**src/hcm_pkg.sv**
```systemverilog
// hcm_pkg: shared types, constants and the divider step for the hsv color match unit
`timescale 1ns / 1ps

package hcm_pkg;

  localparam int CH_W    = 8;   // rgb channel, saturation and value width
  localparam int HUE_W   = 9;
  localparam int TOL_W   = 9;
  localparam int APB_DW  = 32;
  localparam int APB_AW  = 4;

  // pipelined long divider: 16-bit dividend, 8-bit divisor, 8-bit quotient
  localparam int DIV_DVD_W = 16;
  localparam int DIV_Q_W   = 8;
  localparam int DIV_STG   = 4;
  localparam int DIV_STEPS = DIV_Q_W / DIV_STG;

  // stage 0 rgb analysis, 1 dividends, 2..5 divider, 6 hsv, 7 squares, 8 output
  localparam int PIPE_STG  = 9;
  localparam int DIV_FIRST = 2;
  localparam int HSV_STG   = DIV_FIRST + DIV_STG;
  localparam int SQ_STG    = HSV_STG + 1;
  localparam int OUT_STG   = SQ_STG + 1;

  localparam int HUE_A_W   = 14;  // 60*|offset| + delta - 1 stays below 2**14
  localparam int HS_W      = 10;  // signed hue before wrap
  localparam int SQ_H_W    = 18;
  localparam int SQ_C_W    = 16;
  localparam int DIST_W    = 23;

  localparam logic [CH_W-1:0]    MIN_LEVEL  = 8'd10;
  localparam logic [HUE_A_W-1:0] SECTOR_DEG = 14'd60;
  localparam logic [HS_W-1:0]    HUE_R_BASE = 10'd0;
  localparam logic [HS_W-1:0]    HUE_G_BASE = 10'd120;
  localparam logic [HS_W-1:0]    HUE_B_BASE = 10'd240;
  localparam logic [HS_W-1:0]    HUE_WRAP   = 10'd360;

  localparam logic [HUE_W-1:0] RST_HUE = 9'd240;
  localparam logic [CH_W-1:0]  RST_SAT = 8'd212;
  localparam logic [CH_W-1:0]  RST_VAL = 8'd60;
  localparam logic [TOL_W-1:0] RST_TOL = 9'd30;

  typedef enum logic [1:0] {
    REG_HUE = 2'd0,
    REG_SAT = 2'd1,
    REG_VAL = 2'd2,
    REG_TOL = 2'd3
  } reg_idx_t;

  typedef enum logic [1:0] {
    SEC_R = 2'd0,
    SEC_G = 2'd1,
    SEC_B = 2'd2
  } sector_t;

  typedef struct packed {
    logic [CH_W-1:0] mx;
    logic            grey;
    sector_t         sector;
    logic            neg;
  } side_t;

  typedef struct packed {
    logic [DIV_Q_W-1:0] rem;
    logic [DIV_Q_W-1:0] low;
    logic [DIV_Q_W-1:0] quo;
  } div_st_t;

  // a few restoring division steps, one quotient bit each
  function automatic div_st_t div_step(div_st_t s, logic [DIV_Q_W-1:0] d);
    div_st_t          st;
    logic [DIV_Q_W:0] r9;
    st = s;
    for (int i = 0; i < DIV_STEPS; i++) begin
      r9     = {st.rem, st.low[DIV_Q_W-1]};
      st.low = {st.low[DIV_Q_W-2:0], 1'b0};
      if (r9 >= {1'b0, d}) begin
        r9     = r9 - {1'b0, d};
        st.quo = {st.quo[DIV_Q_W-2:0], 1'b1};
      end else begin
        st.quo = {st.quo[DIV_Q_W-2:0], 1'b0};
      end
      st.rem = r9[DIV_Q_W-1:0];
    end
    return st;
  endfunction

endpackage

```
**src/hcm_pix_if.sv**
```systemverilog
// hcm_pix_if: rgb pixel channel with valid/ready handshake
`timescale 1ns / 1ps

interface hcm_pix_if import hcm_pkg::*; ();
  logic            valid;
  logic            ready;
  logic [CH_W-1:0] red;
  logic [CH_W-1:0] green;
  logic [CH_W-1:0] blue;

  modport source (output valid, red, green, blue, input ready);
  modport sink   (input valid, red, green, blue, output ready);
endinterface

```
**src/hcm_res_if.sv**
```systemverilog
// hcm_res_if: hsv and match result channel with valid/ready handshake
`timescale 1ns / 1ps

interface hcm_res_if import hcm_pkg::*; ();
  logic             valid;
  logic             ready;
  logic             is_match;
  logic [HUE_W-1:0] pixel_hue;
  logic [CH_W-1:0]  pixel_saturation;
  logic [CH_W-1:0]  pixel_brightness;

  modport source (output valid, is_match, pixel_hue, pixel_saturation, pixel_brightness,
                  input ready);
  modport sink   (input valid, is_match, pixel_hue, pixel_saturation, pixel_brightness,
                  output ready);
endinterface

```
**src/hsv_color_match_unit.sv**
```systemverilog
// hsv_color_match_unit: rgb to hsv conversion and weighted match against a learned color
//
// Takes one rgb pixel per clock while in.ready is high and returns one result per pixel,
// in order. The pipeline has nine register stages: rgb analysis, dividend forming, four
// divider stages (two quotient bits each, shared shape for saturation and hue), hsv
// assembly, squaring and the final compare. Stalls on the output back up stage by stage,
// and bubbles are squeezed out, so in.ready stays high while any stage is empty. The
// learned hue, saturation, brightness and tolerance sit in four apb registers at byte
// addresses 0, 4, 8 and 12; write them only while no pixel is in flight.
`timescale 1ns / 1ps

module hsv_color_match_unit import hcm_pkg::*; (
  input  logic              clk,
  input  logic              rst_n,
  hcm_pix_if.sink           in_pix,
  hcm_res_if.source         out_res,
  input  logic              cfg_psel,
  input  logic              cfg_penable,
  input  logic              cfg_pwrite,
  input  logic [APB_AW-1:0] cfg_paddr,
  input  logic [APB_DW-1:0] cfg_pwdata,
  output logic [APB_DW-1:0] cfg_prdata,
  output logic              cfg_pready
);

  // ---------------- configuration registers ----------------
  logic [HUE_W-1:0] lhue_r;
  logic [CH_W-1:0]  lsat_r;
  logic [CH_W-1:0]  lval_r;
  logic [TOL_W-1:0] tol_r;
  logic             cfg_wr;
  reg_idx_t         cfg_idx;

  assign cfg_pready = 1'b1;
  assign cfg_wr     = cfg_psel & cfg_penable & cfg_pwrite;
  assign cfg_idx    = reg_idx_t'(cfg_paddr[APB_AW-1:2]);

  always_ff @(posedge clk) begin
    if (!rst_n) begin
      lhue_r <= RST_HUE;
      lsat_r <= RST_SAT;
      lval_r <= RST_VAL;
      tol_r  <= RST_TOL;
    end else if (cfg_wr) begin
      unique case (cfg_idx)
        REG_HUE: lhue_r <= cfg_pwdata[HUE_W-1:0];
        REG_SAT: lsat_r <= cfg_pwdata[CH_W-1:0];
        REG_VAL: lval_r <= cfg_pwdata[CH_W-1:0];
        REG_TOL: tol_r  <= cfg_pwdata[TOL_W-1:0];
      endcase
    end
  end

  always_comb begin
    unique case (cfg_idx)
      REG_HUE: cfg_prdata = {{(APB_DW-HUE_W){1'b0}}, lhue_r};
      REG_SAT: cfg_prdata = {{(APB_DW-CH_W){1'b0}}, lsat_r};
      REG_VAL: cfg_prdata = {{(APB_DW-CH_W){1'b0}}, lval_r};
      REG_TOL: cfg_prdata = {{(APB_DW-TOL_W){1'b0}}, tol_r};
    endcase
  end

  // ---------------- pipeline control ----------------
  logic [PIPE_STG-1:0] v_r;
  logic [PIPE_STG-1:0] en;

  always_comb begin
    en[PIPE_STG-1] = !v_r[PIPE_STG-1] | out_res.ready;
    for (int k = PIPE_STG - 2; k >= 0; k--) begin
      en[k] = !v_r[k] | en[k+1];
    end
  end

  assign in_pix.ready = en[0];

  always_ff @(posedge clk) begin
    if (!rst_n) begin
      v_r <= '0;
    end else begin
      if (en[0]) begin
        v_r[0] <= in_pix.valid;
      end
      for (int k = 1; k < PIPE_STG; k++) begin
        if (en[k]) begin
          v_r[k] <= v_r[k-1];
        end
      end
    end
  end

  // ---------------- stage 0: max, min, sector, offset ----------------
  logic [CH_W-1:0]   r, g, b, mx, mn;
  logic signed [CH_W:0] s_diff;
  side_t             side_in;
  logic [CH_W-1:0]   sabs_in;
  side_t             side_r [HSV_STG];
  logic [CH_W-1:0]   delta0_r;
  logic [CH_W-1:0]   sabs0_r;

  always_comb begin
    r  = in_pix.red;
    g  = in_pix.green;
    b  = in_pix.blue;
    mx = r;
    mn = r;
    if (g > mx) mx = g;
    if (b > mx) mx = b;
    if (g < mn) mn = g;
    if (b < mn) mn = b;
    // red wins a tie for the maximum, then green
    priority if (r == mx) begin
      side_in.sector = SEC_R;
      s_diff = $signed({1'b0, g}) - $signed({1'b0, b});
    end else if (g == mx) begin
      side_in.sector = SEC_G;
      s_diff = $signed({1'b0, b}) - $signed({1'b0, r});
    end else begin
      side_in.sector = SEC_B;
      s_diff = $signed({1'b0, r}) - $signed({1'b0, g});
    end
    side_in.mx   = mx;
    side_in.grey = (mx == mn);
    side_in.neg  = s_diff[CH_W];
    sabs_in      = s_diff[CH_W] ? CH_W'(-s_diff) : s_diff[CH_W-1:0];
  end

  always_ff @(posedge clk) begin
    if (en[0]) begin
      side_r[0] <= side_in;
      delta0_r  <= mx - mn;
      sabs0_r   <= sabs_in;
    end
  end

  // ---------------- stage 1: dividends ----------------
  logic [DIV_DVD_W-1:0] satn1_r;
  logic [DIV_DVD_W-1:0] huea1_r;
  logic [CH_W-1:0]      delta1_r;
  logic [HUE_A_W-1:0]   hue_a;

  // negative offsets round toward minus infinity: ceil via adding delta - 1
  always_comb begin
    hue_a = HUE_A_W'({{(HUE_A_W-CH_W){1'b0}}, sabs0_r} * SECTOR_DEG);
    if (side_r[0].neg) begin
      hue_a = hue_a + {{(HUE_A_W-CH_W){1'b0}}, delta0_r} - HUE_A_W'(1);
    end
  end

  always_ff @(posedge clk) begin
    if (en[1]) begin
      side_r[1] <= side_r[0];
      satn1_r   <= {delta0_r, {CH_W{1'b0}}} - {{CH_W{1'b0}}, delta0_r};
      huea1_r   <= {{(DIV_DVD_W-HUE_A_W){1'b0}}, hue_a};
      delta1_r  <= delta0_r;
    end
  end

  // ---------------- stages 2..5: dividers ----------------
  logic [DIV_Q_W-1:0] q_sat;
  logic [DIV_Q_W-1:0] q_hue;

  hcm_div u_div_sat (
    .clk      (clk),
    .en       (en[HSV_STG-1:DIV_FIRST]),
    .dividend (satn1_r),
    .divisor  (side_r[1].mx),
    .quotient (q_sat)
  );

  hcm_div u_div_hue (
    .clk      (clk),
    .en       (en[HSV_STG-1:DIV_FIRST]),
    .dividend (huea1_r),
    .divisor  (delta1_r),
    .quotient (q_hue)
  );

  always_ff @(posedge clk) begin
    for (int k = DIV_FIRST; k < HSV_STG; k++) begin
      if (en[k]) begin
        side_r[k] <= side_r[k-1];
      end
    end
  end

  // ---------------- stage 6: hsv assembly ----------------
  side_t                side_d;
  logic signed [HS_W-1:0] hue_s;
  logic [HS_W-1:0]      base;
  logic [HS_W-1:0]      q_ext;
  logic [HUE_W-1:0]     hue6_r;
  logic [CH_W-1:0]      sat6_r;
  logic [CH_W-1:0]      val6_r;

  always_comb begin
    side_d = side_r[HSV_STG-1];
    q_ext  = {{(HS_W-DIV_Q_W){1'b0}}, q_hue};
    unique case (side_d.sector)
      SEC_R:   base = HUE_R_BASE;
      SEC_G:   base = HUE_G_BASE;
      SEC_B:   base = HUE_B_BASE;
      default: base = HUE_R_BASE;
    endcase
    hue_s = side_d.neg ? $signed(base - q_ext) : $signed(base + q_ext);
    if (hue_s < 0) begin
      hue_s = hue_s + $signed(HUE_WRAP);
    end
  end

  always_ff @(posedge clk) begin
    if (en[HSV_STG]) begin
      // grey covers black too; black also has no defined saturation
      hue6_r <= side_d.grey ? '0 : hue_s[HUE_W-1:0];
      sat6_r <= (side_d.mx == '0) ? '0 : q_sat;
      val6_r <= side_d.mx;
    end
  end

  // ---------------- stage 7: squared differences ----------------
  logic signed [HS_W-1:0] dh;
  logic signed [CH_W:0]   ds, dv;
  logic [HUE_W-1:0]       adh;
  logic [CH_W-1:0]        ads, adv;
  logic [SQ_H_W-1:0]      sqh7_r, sqt7_r;
  logic [SQ_C_W-1:0]      sqs7_r, sqv7_r;
  logic                   lvl7_r;
  logic [HUE_W-1:0]       hue7_r;
  logic [CH_W-1:0]        sat7_r;
  logic [CH_W-1:0]        val7_r;

  // differences are not wrapped around the hue circle
  always_comb begin
    dh  = $signed({1'b0, hue6_r}) - $signed({1'b0, lhue_r});
    ds  = $signed({1'b0, sat6_r}) - $signed({1'b0, lsat_r});
    dv  = $signed({1'b0, val6_r}) - $signed({1'b0, lval_r});
    adh = dh[HS_W-1] ? HUE_W'(-dh) : dh[HUE_W-1:0];
    ads = ds[CH_W]   ? CH_W'(-ds)  : ds[CH_W-1:0];
    adv = dv[CH_W]   ? CH_W'(-dv)  : dv[CH_W-1:0];
  end

  always_ff @(posedge clk) begin
    if (en[SQ_STG]) begin
      sqh7_r <= adh * adh;
      sqt7_r <= tol_r * tol_r;
      sqs7_r <= ads * ads;
      sqv7_r <= adv * adv;
      lvl7_r <= (val6_r > MIN_LEVEL) && (sat6_r > MIN_LEVEL);
      hue7_r <= hue6_r;
      sat7_r <= sat6_r;
      val7_r <= val6_r;
    end
  end

  // ---------------- stage 8: weighted distance compare ----------------
  logic [DIST_W-1:0] wdist;
  logic [DIST_W-1:0] lim;
  logic              match8_r;
  logic [HUE_W-1:0]  hue8_r;
  logic [CH_W-1:0]   sat8_r;
  logic [CH_W-1:0]   val8_r;

  always_comb begin
    wdist = DIST_W'({sqh7_r, 4'b0000}) + DIST_W'({sqs7_r, 2'b00}) + DIST_W'(sqv7_r);
    lim   = DIST_W'({sqt7_r, 4'b0000});
  end

  always_ff @(posedge clk) begin
    if (en[OUT_STG]) begin
      match8_r <= lvl7_r && (wdist <= lim);
      hue8_r   <= hue7_r;
      sat8_r   <= sat7_r;
      val8_r   <= val7_r;
    end
  end

  assign out_res.valid            = v_r[OUT_STG];
  assign out_res.is_match         = match8_r;
  assign out_res.pixel_hue        = hue8_r;
  assign out_res.pixel_saturation = sat8_r;
  assign out_res.pixel_brightness = val8_r;

endmodule

```
**src/hcm_div.sv**
```systemverilog
// hcm_div: pipelined restoring divider, two quotient bits per stage
`timescale 1ns / 1ps

module hcm_div import hcm_pkg::*; (
  input  logic                 clk,
  input  logic [DIV_STG-1:0]   en,
  input  logic [DIV_DVD_W-1:0] dividend,
  input  logic [DIV_Q_W-1:0]   divisor,
  output logic [DIV_Q_W-1:0]   quotient
);

  div_st_t            st_r [DIV_STG];
  logic [DIV_Q_W-1:0] d_r  [DIV_STG];
  div_st_t            st_in [DIV_STG];
  logic [DIV_Q_W-1:0] d_in  [DIV_STG];

  // quotient fits in 8 bits, so the upper dividend half is already below the divisor
  always_comb begin
    st_in[0].rem = dividend[DIV_DVD_W-1:DIV_Q_W];
    st_in[0].low = dividend[DIV_Q_W-1:0];
    st_in[0].quo = '0;
    d_in[0]      = divisor;
    for (int k = 1; k < DIV_STG; k++) begin
      st_in[k] = st_r[k-1];
      d_in[k]  = d_r[k-1];
    end
  end

  always_ff @(posedge clk) begin
    for (int k = 0; k < DIV_STG; k++) begin
      if (en[k]) begin
        st_r[k] <= div_step(st_in[k], d_in[k]);
        d_r[k]  <= d_in[k];
      end
    end
  end

  assign quotient = st_r[DIV_STG-1].quo;

endmodule

```
**src/flat_wrapper.sv**
```systemverilog
// flat-port wrapper written by rule: the top's interface ports become plain ports
module hsv_color_match_unit_flat import hcm_pkg::*;
  (clk, rst_n, cfg_psel, cfg_penable, cfg_pwrite, cfg_paddr, cfg_pwdata, cfg_prdata, cfg_pready, in_pix_valid, in_pix_red, in_pix_green, in_pix_blue, in_pix_ready, out_res_valid, out_res_is_match, out_res_pixel_hue, out_res_pixel_saturation, out_res_pixel_brightness, out_res_ready);
  hcm_pix_if in_pix_i ();
  hcm_res_if out_res_i ();
  input  logic clk;
  input  logic rst_n;
  input  logic cfg_psel;
  input  logic cfg_penable;
  input  logic cfg_pwrite;
  input  logic [APB_AW-1:0] cfg_paddr;
  input  logic [APB_DW-1:0] cfg_pwdata;
  output logic [APB_DW-1:0] cfg_prdata;
  output logic cfg_pready;
  input wire logic [$bits(in_pix_i.valid)-1:0] in_pix_valid;
  input wire logic [$bits(in_pix_i.red)-1:0] in_pix_red;
  input wire logic [$bits(in_pix_i.green)-1:0] in_pix_green;
  input wire logic [$bits(in_pix_i.blue)-1:0] in_pix_blue;
  output wire logic [$bits(in_pix_i.ready)-1:0] in_pix_ready;
  output wire logic [$bits(out_res_i.valid)-1:0] out_res_valid;
  output wire logic [$bits(out_res_i.is_match)-1:0] out_res_is_match;
  output wire logic [$bits(out_res_i.pixel_hue)-1:0] out_res_pixel_hue;
  output wire logic [$bits(out_res_i.pixel_saturation)-1:0] out_res_pixel_saturation;
  output wire logic [$bits(out_res_i.pixel_brightness)-1:0] out_res_pixel_brightness;
  input wire logic [$bits(out_res_i.ready)-1:0] out_res_ready;
  assign in_pix_i.valid = in_pix_valid;
  assign in_pix_i.red = in_pix_red;
  assign in_pix_i.green = in_pix_green;
  assign in_pix_i.blue = in_pix_blue;
  assign in_pix_ready = in_pix_i.ready;
  assign out_res_valid = out_res_i.valid;
  assign out_res_is_match = out_res_i.is_match;
  assign out_res_pixel_hue = out_res_i.pixel_hue;
  assign out_res_pixel_saturation = out_res_i.pixel_saturation;
  assign out_res_pixel_brightness = out_res_i.pixel_brightness;
  assign out_res_i.ready = out_res_ready;
  hsv_color_match_unit u_core (.clk(clk), .rst_n(rst_n), .in_pix(in_pix_i), .out_res(out_res_i), .cfg_psel(cfg_psel), .cfg_penable(cfg_penable), .cfg_pwrite(cfg_pwrite), .cfg_paddr(cfg_paddr), .cfg_pwdata(cfg_pwdata), .cfg_prdata(cfg_prdata), .cfg_pready(cfg_pready));
endmodule
```
**config.mk**
```make
export PLATFORM = sky130hd
export DESIGN_NAME = hsv_color_match_unit_flat
export DESIGN_NICKNAME = d
export VERILOG_FILES = /design/src/hcm_pkg.sv /design/src/hcm_pix_if.sv /design/src/hcm_res_if.sv /design/src/hsv_color_match_unit.sv /design/src/hcm_div.sv /design/src/flat_wrapper.sv
export SDC_FILE = /design/constraint.sdc
export NUM_CORES = 1
export LEC_CHECK = 0
export ABC_AREA = 1
export BUFFER_PORTS_ARGS = -buffer_cell sky130_fd_sc_hd__buf_2
export CORE_MARGIN = 3
export CORE_UTILIZATION = 65
export DETAILED_ROUTE_END_ITERATION = 8
export PLACE_DENSITY_LB_ADDON = 0.05
export SLEW_MARGIN = 10
export SYNTH_ARGS = -nofsm -noshare
export SYNTH_HDL_FRONTEND = slang
export SYNTH_HIERARCHICAL = 1
export SYNTH_SLANG_ARGS = --single-unit
export TNS_END_PERCENT = 50
```
**constraint.sdc**
```tcl
create_clock -name clk -period 17.35 [get_ports clk]
set_clock_uncertainty 0.15 [all_clocks]
set_input_delay 1.735 -clock clk [delete_from_list [all_inputs] [get_ports clk]]
set_output_delay 1.735 -clock clk [all_outputs]
set_load 0.01 [all_outputs]
```
==> flow_summary.yaml <==
die:
  fp.dieH_um: 246
  die_area_um2: 60300
  fp.dieW_um: 246
  io_pins: 128
  core_area_um2: 56600
  rows: 87
  start_util: 0.659
run_status:
  status: "completed"
placement:
  hpwlAfterDp_um: 63300
  post-place-cells: 5003
  place.gp.congestion: 0.923
  port_buffers: 78
timing:
  rsz0062_at_grt: "no"
  tightest_slew_ns: 1.11
  clock.fmax_ghz: 0.101
  tns_ns: 0
  slew_headroom: 0.261
  holdWs_ns: 0.256
  slew_violations: 0
  setup_viol_count_final: 0
  min_period_ns: 9.86
  hold_viol: 0
  finalCritPeriodShare: 0.569
drt:
  final_antenna_net_count: 0
  vias: 27300
  viasPerCell: 5.35
  drt-initial-drc-count: 1620
  wire_per_inst_um: 15.5
  finalWirelength_um: 79100
  dr.pass1.iters: 5
  drc_errors: 0
critical_path:
  r2r_end: "u_core/sqh7_r[16]$_DFFE_PP_"
  timing.rr.start: "u_core/hue6_r[2]$_SDFFCE_PP0P_"
  crit_family: "buffers and inverters"
  worstPathArrival_ns: 7.98
  critical_path_class: "in2out"
  regToRegSetupSlack_ns: 9.55
  start_kind: "primary input"
  r2r_cells: 32
  end_kind: "output port"
  crit_buf_inv: 14
  slowest_stage: "inv_1"
  slowest_delay_ns: 0.84
  cp_max_fo: 62
  cp_cell_sequence: "buf_2 -> nor2_1 -> inv_1 -> buf_4 -> nor2_1 -> clkinv_2 -> nor2_1 -> inv_1 -> nor2_1 -> inv_1 -> nor2_1 -> inv_2 -> buf_4 -> nor2_1 -> inv_2 -> buf_4 -> nor2_1 -> inv_2 -> buf_4 -> nor2_1 -> nand2_1 -> buf_4 -> buf_2"
  cp.required_ns: 15.47
  crit_top_cell: "nor2_1"
finish:
  fin_nets: 4945
  utilization: 0.710
  final_cells: 5098
  multi_input_area_um2: 20400
  seq_area_um2: 13700
  layout-drive-gt1-share: 0.0755
  diodes: 0
  fillers: 4427
  syn_to_final_growth_pct: 7.63
grt:
  overflow: 0
  grt_antenna_before_repair: 0
  grt_max_degree: 63
  grt_pass1_wl_um: 129000
  track_usage: 0.266
  grt_util_met3: 0.0249
  gr-usage-met2: 0.472
  grt_pass1_vias: 26200
  grt_most_used_layer: "met2"
  use_met1: 0.339
cts:
  cts.clk_slew.worst_paths_ns: 0.06
  root_buffer: "clkbuf_16"
  cts_buffer_depth: 3
  clock-sinks: 469
  post-cts-setup-buffers: 0
  cts-resized-gates: 0
  clk_latency_ns: 0.60
  htreeDepth: 2
  cts_hold_buf: 0
  cts_made_buffers: 51
  cts_tree: "done"
synth:
  synth_area_per_cell_um2: 8.89
  synth-edff-count: 426
  syn-cell-area_um2: 37300
  ys_seq_elements: 469
  seq_area_frac_synth: 0.366
  yosysUniqueCellTypes: 64
  synth_top_cells_by_count: "877 x nand2_1, 768 x inv_1, 426 x edfxtp_1"
  yosysTopAreaCellShare: 0.343
  ys_top_cells_by_area: "edfxtp_1 34%, ha_1 14%, nand2_1 8.8%, fa_1 8.8%, inv_1 7.7%"
  syn_inst: 4196
  synth_most_common_cell: "nand2_1"
  yosys_warnings: 6
  ys.flop_type: "edfxtp_1"
  yosys.area.top_type: "edfxtp_1"
  async_flop_share: 0
min_path:
  holdCritPathClass: "reg2reg"
  whs_path_depth: 0
  worstHoldStart: "u_core/side_r[4][3]$_DFFE_PP_"
  min_to: "u_core/side_r[5][3]$_DFFE_PP_"
run:
  max_cap_viol_count: 0
registers in the layout, indices dropped and copies added, names as in the netlist, 14 cells and up:
signal	count
u_core/u_div_hue/st_r	56
u_core/u_div_sat/d_r	24
u_core/u_div_hue/d_r	24
u_core/sqs7_r	15
u_core/u_div_sat/st_r	56
u_core/huea1_r	14
u_core/side_r	72
u_core/sqh7_r	17
u_core/satn1_r	16
u_core/sqv7_r	15
u_core/sqt7_r	17
routing by layer:
metal	part of all wire	vias up	routed length [um]
li1	-	13800	-
met1	0.42	12600	33500
met2	0.50	649	39200
met3	0.043	168	3380
met4	0.038	0	3030
met5	0	-	0
metrics by stage:
step | area, um2 | worst slack (ns)
3_3_place_gp | 38400 | 7.55
2_1_floorplan | 37400 | 4.96
6_report | 40200 | 7.49
5_1_grt | 40200 | 6.69
3_5_place_dp | 38400 | 7.37
4_1_cts | 40200 | 7.31
worst max-delay path by stage:
stage | start | to | cells past startpoint
after floorplan | out_res_ready | in_pix_ready | 16
after detailed placement | out_res_ready | in_pix_ready | 23
after global placement | out_res_ready | in_pix_ready | 23
after CTS | out_res_ready | in_pix_ready | 23
after global routing | out_res_ready | in_pix_ready | 23
final | out_res_ready | in_pix_ready | 23
cells by family (layout without fill, tap and decap cells):
kind of cell	after synthesis	count (layout)	synth area share
AO/OA/AOI/OAI	479	479	0.0731
XOR/XNOR	207	207	0.0488
adder cells (fa/ha/maj)	578	578	0.227
buffers and inverters	856	975	0.0908
flip-flops	469	469	0.366
multiplexers	2	2	0.000570
other	2	29	0.000201
AND/OR/NAND/NOR	1603	1603	0.194
cells in the final DEF (no fill, tap or decap), drive strengths merged, types with 65 or more instances in the layout:
| cell type | instances |
|---|---|
| inv | 796 |
| nand3 | 230 |
| xor2 | 142 |
| nor2 | 318 |
| xnor2 | 65 |
| a21oi | 228 |
| edfxtp | 426 |
| buf | 84 |
| o21ai | 141 |
| nand2 | 931 |
| fa | 164 |
| clkbuf | 68 |
| ha | 414 |
cell type report:
cell class / instances / share of cell area
Tap cell: 756 / 0.0235
Inverter: 796 / 0.0746
Clock inverter: 27 / 0.00776
Timing Repair Buffer: 84 / 0.0108
Sequential cell: 469 / 0.340
Clock buffer: 68 / 0.0360
Multi-Input combinational cell: 2898 / 0.507
worst register-to-register path: cells and delay by family (launching register included):
kind            cells  cell delay [ns]
compound gates     11             2.22
xor+xnor            2             0.89
fa+ha+maj           6             2.66
buf+inv             4             0.34
flops               1             0.51
simple gates        9             0.77
Power is left out: the tool's default activity adds up to more than one toggle a clock period on the data nets, which glitch-free logic cannot reach.
